<file path="config.mk">
export PLATFORM = sky130hd
export DESIGN_NAME = fftmag_isqrt
export DESIGN_NICKNAME = d
export VERILOG_FILES = /design/src/hw/rtl/fftmag_pkg.sv /design/src/hw/rtl/fftmag_isqrt.sv
export SDC_FILE = /design/constraint.sdc
export NUM_CORES = 1
export LEC_CHECK = 0
export ABC_AREA = 1
export BUFFER_PORTS_ARGS = -buffer_cell sky130_fd_sc_hd__buf_4
export CORE_AREA = 2 2 97 99
export CTS_BUF_LIST = sky130_fd_sc_hd__clkbuf_4 sky130_fd_sc_hd__clkbuf_8
export DETAILED_ROUTE_END_ITERATION = 10
export DIE_AREA = 0 0 99 101
export GPL_TIMING_DRIVEN = 0
export PLACE_DENSITY = 0.76
export SYNTH_ARGS = -nofsm -noshare
export SYNTH_HDL_FRONTEND = slang
export SYNTH_SLANG_ARGS = --single-unit
</file>
<file path="constraint.sdc">
create_clock -name clk -period 2.3 [get_ports clk]
set_input_delay 0 -clock clk [delete_from_list [all_inputs] [get_ports clk]]
set_output_delay 0 -clock clk [all_outputs]
set_load 0.01 [all_outputs]
</file>
<file path="src/hw/rtl/fftmag_pkg.sv">
// ----------------------------------------------------------------------------
// fftmag_pkg
// Shared types, constants and twiddle generation for the magnitude spectrum
// block.
// ----------------------------------------------------------------------------
package fftmag_pkg;

	localparam int POINTS_DEF    = 256;
	localparam int WORK_BITS_DEF = 32;

	localparam int SAMPLE_W = 10;
	localparam int BIN_W    = 8;
	localparam int MAG_W    = 10;
	localparam int HELD_W   = 9;
	localparam int TW_W     = 16;

	localparam logic [MAG_W-1:0] MAG_MAX = 10'd1023;
	localparam logic [63:0]      PI_Q30  = 64'd3373259426;

	localparam logic CMD_PUSH = 1'b0;
	localparam logic CMD_READ = 1'b1;

	typedef struct packed {
		logic                cmd;
		logic [SAMPLE_W-1:0] sample;
		logic [BIN_W-1:0]    bin_index;
	} in_word_t;

	typedef struct packed {
		logic [MAG_W-1:0]  magnitude;
		logic              spectrum_valid;
		logic              frame_done;
		logic [HELD_W-1:0] samples_held;
	} out_word_t;

	// Butterfly stage enables
	typedef struct packed {
		logic mul;
		logic add;
	} bf_ctl_t;

	// Round a Q30 value half up to Q15, clamp to [0, 32767]
	function automatic logic [TW_W-1:0] q30_to_q15(input logic signed [63:0] v);
		logic signed [63:0] r;
		begin
			r = (v < 0) ? 64'sd0 : v;
			r = (r + 64'sd16384) >>> 15;
			if (r > 64'sd32767)
				r = 64'sd32767;
			return TW_W'(r);
		end
	endfunction

	// Twiddle for angle pi*t/2^logn: {cos, sin} in Q1.15, sin never negative
	function automatic logic [2*TW_W-1:0] tw_entry(input int unsigned t,
		input int unsigned logn);
		logic [63:0]        n;
		logic [63:0]        k;
		logic [63:0]        x;
		logic [63:0]        x2;
		logic [63:0]        term;
		logic signed [63:0] s;
		logic signed [63:0] c;
		logic               cneg;
		logic [TW_W-1:0]    cq;
		logic [TW_W-1:0]    sq;
		begin
			n    = 64'd1 << logn;
			k    = 64'(t);
			cneg = 1'b0;
			if (2 * k > n) begin
				k    = n - k;
				cneg = 1'b1;
			end
			x  = (PI_Q30 * k) >> logn;
			x2 = (x * x) >> 30;
			// sine series
			term = x;
			s    = $signed(x);
			term = ((term * x2) >> 30) / 64'd6;   s = s - $signed(term);
			term = ((term * x2) >> 30) / 64'd20;  s = s + $signed(term);
			term = ((term * x2) >> 30) / 64'd42;  s = s - $signed(term);
			term = ((term * x2) >> 30) / 64'd72;  s = s + $signed(term);
			term = ((term * x2) >> 30) / 64'd110; s = s - $signed(term);
			term = ((term * x2) >> 30) / 64'd156; s = s + $signed(term);
			// cosine series
			term = 64'd1 << 30;
			c    = $signed(term);
			term = ((term * x2) >> 30) / 64'd2;   c = c - $signed(term);
			term = ((term * x2) >> 30) / 64'd12;  c = c + $signed(term);
			term = ((term * x2) >> 30) / 64'd30;  c = c - $signed(term);
			term = ((term * x2) >> 30) / 64'd56;  c = c + $signed(term);
			term = ((term * x2) >> 30) / 64'd90;  c = c - $signed(term);
			term = ((term * x2) >> 30) / 64'd132; c = c + $signed(term);
			sq = q30_to_q15(s);
			cq = q30_to_q15(c);
			if (cneg)
				cq = -cq;
			return {cq, sq};
		end
	endfunction

endpackage

</file>
<file path="src/hw/rtl/fftmag_isqrt.sv">
// ----------------------------------------------------------------------------
// fftmag_isqrt
// Integer square root, one root bit per cycle.
// ----------------------------------------------------------------------------
module fftmag_isqrt #(
	parameter int RB = 19
) (
	input  logic            clk,
	input  logic            arst_n,
	input  logic            start,
	input  logic [2*RB-1:0] radicand,
	output logic            done,
	output logic [RB-1:0]   root
);
	import fftmag_pkg::*;

	localparam int CW = $clog2(RB);

	logic            run_q, done_q;
	logic [CW-1:0]   cnt_q;
	logic [2*RB-1:0] rad_q;
	logic [RB+1:0]   rem_q;
	logic [RB-1:0]   root_q;
	logic [RB+1:0]   rem_next, trial;
	logic            ge;

	// Trial subtract of the next root bit
	assign rem_next = {rem_q[RB-1:0], rad_q[2*RB-1 -: 2]};
	assign trial    = {root_q, 2'b01};
	assign ge       = rem_next >= trial;

	// Sequence the steps
	always_ff @(posedge clk or negedge arst_n) begin
		if (!arst_n) begin
			run_q  <= 1'b0;
			done_q <= 1'b0;
			cnt_q  <= '0;
		end else begin
			done_q <= 1'b0;
			if (start) begin
				run_q <= 1'b1;
				cnt_q <= '0;
			end else if (run_q) begin
				if (cnt_q == CW'(RB - 1)) begin
					run_q  <= 1'b0;
					done_q <= 1'b1;
				end else begin
					cnt_q <= cnt_q + 1'b1;
				end
			end
		end
	end

	// Advance the datapath
	always_ff @(posedge clk) begin
		if (start) begin
			rad_q  <= radicand;
			rem_q  <= '0;
			root_q <= '0;
		end else if (run_q) begin
			rad_q  <= rad_q << 2;
			rem_q  <= ge ? rem_next - trial : rem_next;
			root_q <= {root_q[RB-2:0], ge};
		end
	end

	assign done = done_q;
	assign root = root_q;

endmodule

</file>
---- After elaboration in Yosys (flattened, before gate mapping) ----
Cells that the tools add are included.
word-level totals
  bits in registers ....................... 83
  input bits .............................. 41
  output and inout port bits .............. 20
cells by class
  add/subtract/negate cells ............... 2
  order comparisons ....................... 1
  equality and inequality tests ........... 2
  multiplexer cells ....................... 12
  reduce and logical (&&, ||, !) cells .... 2
operator list
  operator                                      number
  two-way mux 38 bit                            2
  greater-or-equal comparator 21 bit            1
  two-way mux 19 bit                            1
  subtractor 19 bit                             1
  two-way mux 5 bit                             3
  two-way mux 1 bit                             6
  adder 5 x 1 -> 5 bit (second input constant)  1
  == test 5 bit (second input constant)         1
  != test 2 bit (second input constant)         1
  AND reduction 2 bit                           1
  nonzero test 2 bit                            1

---- Depth between registers and ports, before layout ----
Gate-level depths: netlist of the first run.
  depth in word-level cells ............... 4
  depth in mapped cells ................... 15
  gate-level depth less buffers ........... 15

---- Worst setup path after synthesis of the first run ----
Ideal clock, no wire load.
  kind .................................... reg-to-reg
  start point ............................. register run_q
  end point ............................... register rad_q[0], enable pin
  arrival ................................. 1.964 ns
  required time ........................... 1.883 ns
  setup slack ............................. -0.081 ns
  stages on the path, launching flop included .. 5
  period minus slack after synthesis ...... 2.381 ns
  cell sequence ........................... dfrtp_1 buf_2 nor2_2 clkinv_1 buf_1
between the ends
  cells in the longest elaborated chain, start to end .. 1
ends and longest elaborated chain
  what                          line                RTL
  start, declared               fftmag_isqrt.sv:19  logic run_q, done_q;
  start signal, assigned        fftmag_isqrt.sv:35  run_q <= 1'b0;
  start signal, assigned        fftmag_isqrt.sv:41  run_q <= 1'b1;
  start signal, assigned        fftmag_isqrt.sv:45  run_q <= 1'b0;
  nonzero test 2 bit (no line)  n/a
  end signal, assigned          fftmag_isqrt.sv:57  rad_q <= radicand;
  end signal, assigned          fftmag_isqrt.sv:61  rad_q <= rad_q << 2;
  end, declared                 fftmag_isqrt.sv:21  logic [2*RB-1:0] rad_q;
Every way passes these cells.
A chain may end at the register's enable or synchronous reset.

---- Final worst setup path of the first run ----
  start point ............................. register run_q
  end point ............................... register rad_q[37], enable pin
Same word-level chain as after synthesis.

==> results of run 1 <==
==> cells in the mapped netlist, drive strengths merged, types with 2 or more instances <==
| master | instances |
|---|---|
| o22ai | 18 |
| nand3b | 2 |
| xnor2 | 4 |
| buf | 12 |
| nor2 | 36 |
| inv | 79 |
| nand4 | 15 |
| o211ai | 3 |
| edfxtp | 38 |
| dfxtp | 38 |
| nand2 | 254 |
| a21oi | 17 |
| nor3 | 7 |
| o21ai | 12 |
| ha | 23 |
| nand3 | 43 |
| xor2 | 5 |
| clkbuf | 8 |
| clkinv | 3 |
| dfrtp | 7 |
==> repair_timing <==
action / CTS / global route
hold endpoints to repair: 45 / 0
endpoints found under the setup margin: 47 / 0
gates resized for setup: 3 / 0
hold buffers: 40 / 0
==> per-layer routing <==
| layer | share of wire | up-vias | global-route usage |
|---|---|---|---|
| met3 | 0.055 | 22 | 0.0485 |
| met2 | 0.49 | 166 | 0.472 |
| met4 | 0.020 | 0 | 0.0780 |
| li1 | - | 2241 | - |
| met5 | 0 | - | 0 |
| met1 | 0.43 | 2039 | 0.320 |
==> cells by family after synthesis <==
group                      Yosys count  share of synthesized area
and+or+nand+nor                    358                      0.322
adders and majority gates           23                     0.0615
xor gates and xnor gates             9                     0.0168
DFF                                 83                      0.444
AOI/OAI and AO/OA                   53                     0.0668
buffers and inverters              102                     0.0885
==> power by group through the flow <==
stage	clock network [mW]	registers, mW	logic [mW]
after detailed placement	0	1.94	3.40
final	1.16	1.92	3.55
after global routing	1.23	1.93	4.00
after floorplan	0	1.89	2.68
after global placement	0	1.94	3.33
after CTS	1.16	1.91	3.48
==> cell type report <==
class,count,area share
flip-flops and latches,83,0.353
clock inverters,7,0.0143
plain buffers,20,0.0187
well taps,111,0.0236
repair buffers,100,0.145
inverters,82,0.0523
multi-input cells,443,0.372
clock buffers,9,0.0211
==> worst reg2reg max path: stages (launching register included) <==
cell,delay [ps]
dfrtp_1,360
buf_2,180
nor2_2,350
clkinv_1,420
buf_4,450
==> sequential cells by signal, summed over array words and instances (netlist names) <==
name	cells
cnt_q	5
done	1
rad_q	38
rem_q	19
root	19
run_q	1
==> worst paths after layout <==
| path | endpoint | slack (ps) | cells after the start |
|---|---|---|---|
| hold reg to reg | rem_q[17] | 470 | 2 |
| setup / recovery | rad_q[37] | 190 | 4 |
| max in group asynchronous | cnt_q[1] | 1440 | 3 |
| setup reg to reg | rad_q[37] | 190 | 4 |
| hold / removal | run_q | 80 | 3 |
| min in group asynchronous | cnt_q[2] | 600 | 3 |
==> flow_metrics.py, run 1 <==
metrics = {
    "cells_and_area": {
        "final_cell_area_um2": 5880,
        "instances_no_fill": 855,
        "seqCellArea_um2": 2080,
        "fill_cells": 759,
        "layout_common_cells": "nand2_1 (246), inv_1 (76), buf_4 (63)",
        "nets": 803,
        "fin_util": 0.655,
        "drive_above_1_share": 0.148,
        "diodes": 0,
        "layout-area-overhead-vs-synth_pct": 25.7,
        "final_common_cell": "nand2_1",
        "multi_input_area_um2": 2190,
    },
    "synth": {
        "syn_inst": 628,
        "synth_flop_cell": "edfxtp_1",
        "yosysSeqAreaShare": 0.444,
        "synth-seq-cells": 83,
        "synthArstFlopShare": 0.0843,
        "yosys.area.top_type_share": 0.244,
        "synthDistinctLibCells": 36,
        "syn_nets": 692,
        "synth_area_leaders": "edfxtp_1 (24%), nand2_1 (20%), dfxtp_1 (16%)",
        "synth.largest_area_cell": "edfxtp_1",
        "synth_area_um2": 4680,
        "synth.avg_cell_area_um2": 7.45,
        "ys_warn_count": 0,
        "synth_enable_flop_cells": 38,
    },
    "timing": {
        "max_freq_ghz": 0.474,
        "slew-limit-headroom": 0.604,
        "worst_pin_slew_ps": 593,
        "min_period_ps": 2110,
        "rsz0062_at_grt": "false",
        "finalWorstSetupSlack_ps": 191,
        "hold_violations": 0,
        "fin_skew_ps": 11.7,
        "finalCritPeriodShare": 0.917,
        "finalMaxSlewViolations": 0,
        "fin_hold_ws_ps": 83.9,
        "finalSetupTns_ps": 0,
        "setup_viol": 0,
    },
    "routing": {
        "drt_wl_total_mm": 12.6,
        "wl_per_cell_um": 14.7,
        "drt_iter0_drc": 278,
        "drtPass1Iterations": 5,
        "vias_per_cell": 5.23,
        "antenna_left": 0,
        "drc_errors": 0,
        "num_vias": 4468,
    },
    "pwr": {
        "p_switching_mw": 2.99,
        "ir_drop_mv": 0.428,
        "power_frac_clock": 0.175,
        "seq_power_share": 0.289,
        "p_sw_frac": 0.451,
        "intPower_mw": 3.63,
        "p_leak_nw": 2.99,
        "power_density_nw_per_um2": 1130,
        "comb_power_share": 0.535,
        "fin_total_pwr_mw": 6.62,
    },
    "global_route": {
        "overflow": 0,
        "grt_pass1_vias": 4466,
        "grt_pass1_wl_mm": 20.8,
        "antenna_found_initial": 0,
        "track_usage": 0.262,
        "grt_max_degree": 48,
    },
    "worst_hold_path": {
        "min_from": "start",
        "hp-class": "in2reg",
    },
    "floorplan": {
        "initial_core_util": 0.521,
        "die_w_um": 99,
        "rows": 35,
        "die_area_um2": 10000,
        "io_pins": 61,
        "die_h_um": 101,
        "coreArea_um2": 8980,
    },
    "place": {
        "finalWeightedCongestion": 0.869,
        "dp_hpwl_mm": 8.35,
        "io_buffers": 60,
        "pre_cts_slack_ps": -408,
        "place_area_um2": 5280,
        "post-place-cells": 799,
    },
    "worst_setup_path": {
        "max_stage_delay_ps": 440,
        "startpoint_type": "flop",
        "critPathTopFamily": "buffers and inverters",
        "crit_required_ps": 2340,
        "cp_cell_sequence": "buf_2, nor2_2, clkinv_1, buf_4",
        "crit_buf_inv": 3,
        "cp_max_fo": 47,
        "critPathArrivalTime_ps": 2150,
        "crit_path_start": "run_q",
        "critPathKind": "reg2reg",
        "slowest_stage": "buf_4",
        "crit_path_end_kind": "flop",
        "r2r_start": "run_q",
    },
    "cts": {
        "cts_max_level": 3,
        "worstSkewPairLatency_ps": 360,
        "path_clk_slew_ps": 90,
        "clock_tree.root_cell": "clkbuf_8",
        "clkSinkCount": 83,
        "postCtsSetupRepairBufs": 0,
        "cts_buffers": 9,
        "cts_buffer_depth": 2,
        "cts_tree": "yes",
    },
    "job": {
        "cap_violations": 0,
    },
    "run_status": {
        "status": "complete, no violations",
    },
}
Power figures use the tool's default switching activity.
==> inputs of run 2 (changes only) <==
--- a/config.mk
+++ b/config.mk
@@ -7,12 +7,15 @@
 export LEC_CHECK = 0
 export ABC_AREA = 1
 export BUFFER_PORTS_ARGS = -buffer_cell sky130_fd_sc_hd__buf_4
+export CAP_MARGIN = 20
 export CORE_AREA = 2 2 97 99
 export CTS_BUF_LIST = sky130_fd_sc_hd__clkbuf_4 sky130_fd_sc_hd__clkbuf_8
 export DETAILED_ROUTE_END_ITERATION = 10
 export DIE_AREA = 0 0 99 101
 export GPL_TIMING_DRIVEN = 0
 export PLACE_DENSITY = 0.76
+export RECOVER_POWER = 100
+export REMOVE_ABC_BUFFERS = 1
 export SYNTH_ARGS = -nofsm -noshare
 export SYNTH_HDL_FRONTEND = slang
 export SYNTH_SLANG_ARGS = --single-unit
==> flow_metrics.py, run 2 (synthesized netlist as in run 1, its figures left out) <==
metrics = {
    "cells_and_area": {
        "fill_cells": 728,
        "layout-area-overhead-vs-synth_pct": 24.7,
        "diodes": 0,
        "nets": 787,
        "seqCellArea_um2": 2080,
        "drive_above_1_share": 0.136,
        "largest_reg_flops": 38,
        "final_common_cell": "nand2_1",
        "fin_util": 0.650,
        "final_cell_area_um2": 5830,
        "regMostFlops": "rad_q",
        "layout_common_cells": "nand2_1 (246), inv_1 (76), nand3_1 (42)",
        "multi_input_area_um2": 2310,
    },
    "place": {
        "dp_hpwl_mm": 7.46,
        "pre_cts_slack_ps": -755,
        "place_area_um2": 5190,
        "io_buffers": 60,
        "finalWeightedCongestion": 0.924,
    },
    "floorplan": {
        "rows": 35,
        "coreArea_um2": 8980,
        "initial_core_util": 0.521,
        "io_pins": 61,
        "die_w_um": 99,
        "die_h_um": 101,
        "die_area_um2": 10000,
    },
    "timing": {
        "worst_pin_slew_ps": 805,
        "finalWorstSetupSlack_ps": 108,
        "finalCritPeriodShare": 0.953,
        "max_freq_ghz": 0.456,
        "min_period_ps": 2190,
        "fin_hold_ws_ps": 69.7,
        "slew-limit-headroom": 0.462,
        "finalMaxSlewViolations": 0,
        "hold_violations": 0,
        "rsz0062_at_grt": "false",
        "fin_skew_ps": 17.5,
        "setup_viol": 0,
    },
    "global_route": {
        "grt_pass1_vias": 4316,
        "grt_max_degree": 57,
        "antenna_found_initial": 0,
        "grt_pass1_wl_mm": 19.8,
        "track_usage": 0.247,
        "overflow": 0,
    },
    "worst_setup_path": {
        "crit_path_start": "run_q",
        "crit_required_ps": 2290,
        "max_stage_delay_ps": 680,
        "critPathTopFamily": "simple AND/OR/NAND/NOR gates",
        "cp_max_fo": 56,
        "reg2reg_slack_ps": 110,
        "crit_buf_inv": 1,
        "startpoint_type": "flop",
        "crit_path_end_kind": "flop",
        "critical_path.endpoint": "rad_q[14]",
        "crit_cells": 2,
        "rr_endpoint": "rad_q[14]",
        "slowest_stage": "nor2_1",
        "critPathArrivalTime_ps": 2180,
        "r2r_start": "run_q",
        "critPathKind": "reg2reg",
        "ff2ff_path_depth": 2,
        "cp_cell_sequence": "nor2_1, inv_4",
    },
    "run_status": {
        "status": "complete, no violations",
    },
    "cts": {
        "cts_buffer_depth": 2,
        "cts_tree": "yes",
        "cts_buffers": 9,
        "clock_tree.root_cell": "clkbuf_8",
        "path_clk_slew_ps": 110,
        "clkSinkCount": 83,
        "worstSkewPairLatency_ps": 370,
        "cts_max_level": 3,
    },
    "pwr": {
        "p_leak_nw": 2.87,
        "fin_total_pwr_mw": 6.67,
        "ir_drop_mv": 0.485,
        "power_density_nw_per_um2": 1140,
    },
    "routing": {
        "drt_iter0_drc": 337,
        "drtPass1Iterations": 5,
        "drt_wl_total_mm": 11.9,
        "num_vias": 4391,
        "antenna_left": 0,
        "wl_per_cell_um": 14.2,
        "drc_errors": 0,
        "vias_per_cell": 5.23,
    },
    "job": {
        "cap_violations": 0,
    },
    "worst_hold_path": {
        "hp-class": "in2reg",
    },
}
## run 2: changes by cell type in the layout (fill, tap and decap cells not counted), sizes merged
cell,before,now
buf,72,41
clkbuf,17,32
clkinv,5,2
inv,83,85
bufinv,1,0
clkinvlp,0,1
nand2,254,255
## run 2: per-stage QoR
step           setup TNS [ps]  std cells
6_report                    0        839
5_1_grt                     0        839
4_1_cts                     0        837
3_5_place_dp           -35810        780
3_3_place_gp           -85790        779
2_1_floorplan          -12500        608
## run 2: worst reg2reg max path, stage by stage (launching register included)
cell and delay, ps:
dfrtp_4 640, nor2_1 680, inv_4 440
## run 2: worst min-delay path by stage
stage / slack (ps) / cells past startpoint / end / from
after detailed placement: -180 / 1 / cnt_q[1] / arst_n
after floorplan: -300 / 0 / cnt_q[0] / arst_n
after global placement: -180 / 1 / cnt_q[3] / arst_n
after global routing: 130 / 2 / rem_q[16] / start
final: 70 / 2 / rem_q[16] / start
after CTS: 70 / 2 / rem_q[16] / start
## run 2: area by class of cell
class / count / share of cell area
clock inverters: 6 / 0.00965
inverters: 82 / 0.0532
repair buffers: 103 / 0.138
clock buffers: 10 / 0.0225
multi-input cells: 444 / 0.396
well taps: 111 / 0.0238
flip-flops and latches: 83 / 0.357
## run 2: repair_timing
action | 4_1_cts | 5_1_grt
pin swaps | 1 | 1
gates resized for setup | 6 | 17
hold buffers | 40 | 0
gates cloned | 0 | 1
buffers inserted | 1 | 1
endpoints found under the setup margin | 76 | 24
endpoints found under the hold margin | 45 | 0
## run 2: power breakdown
group	switching (mW)	total (mW)	internal [mW]	leakage, nW
Combinational	2.32	3.72	1.39	1.95
Clock	0.618	1.05	0.430	0.0947
Sequential	0.145	1.91	1.76	0.821
## run 2: metal layers
metal / wire, um / vias up / share of wire / GRT usage
met5: 0 / - / 0 / 0
met4: 382 / 0 / 0.032 / 0.117
met3: 586 / 31 / 0.049 / 0.0333
met2: 5620 / 134 / 0.47 / 0.417
met1: 5290 / 2019 / 0.45 / 0.316
li1: - / 2207 / - / -
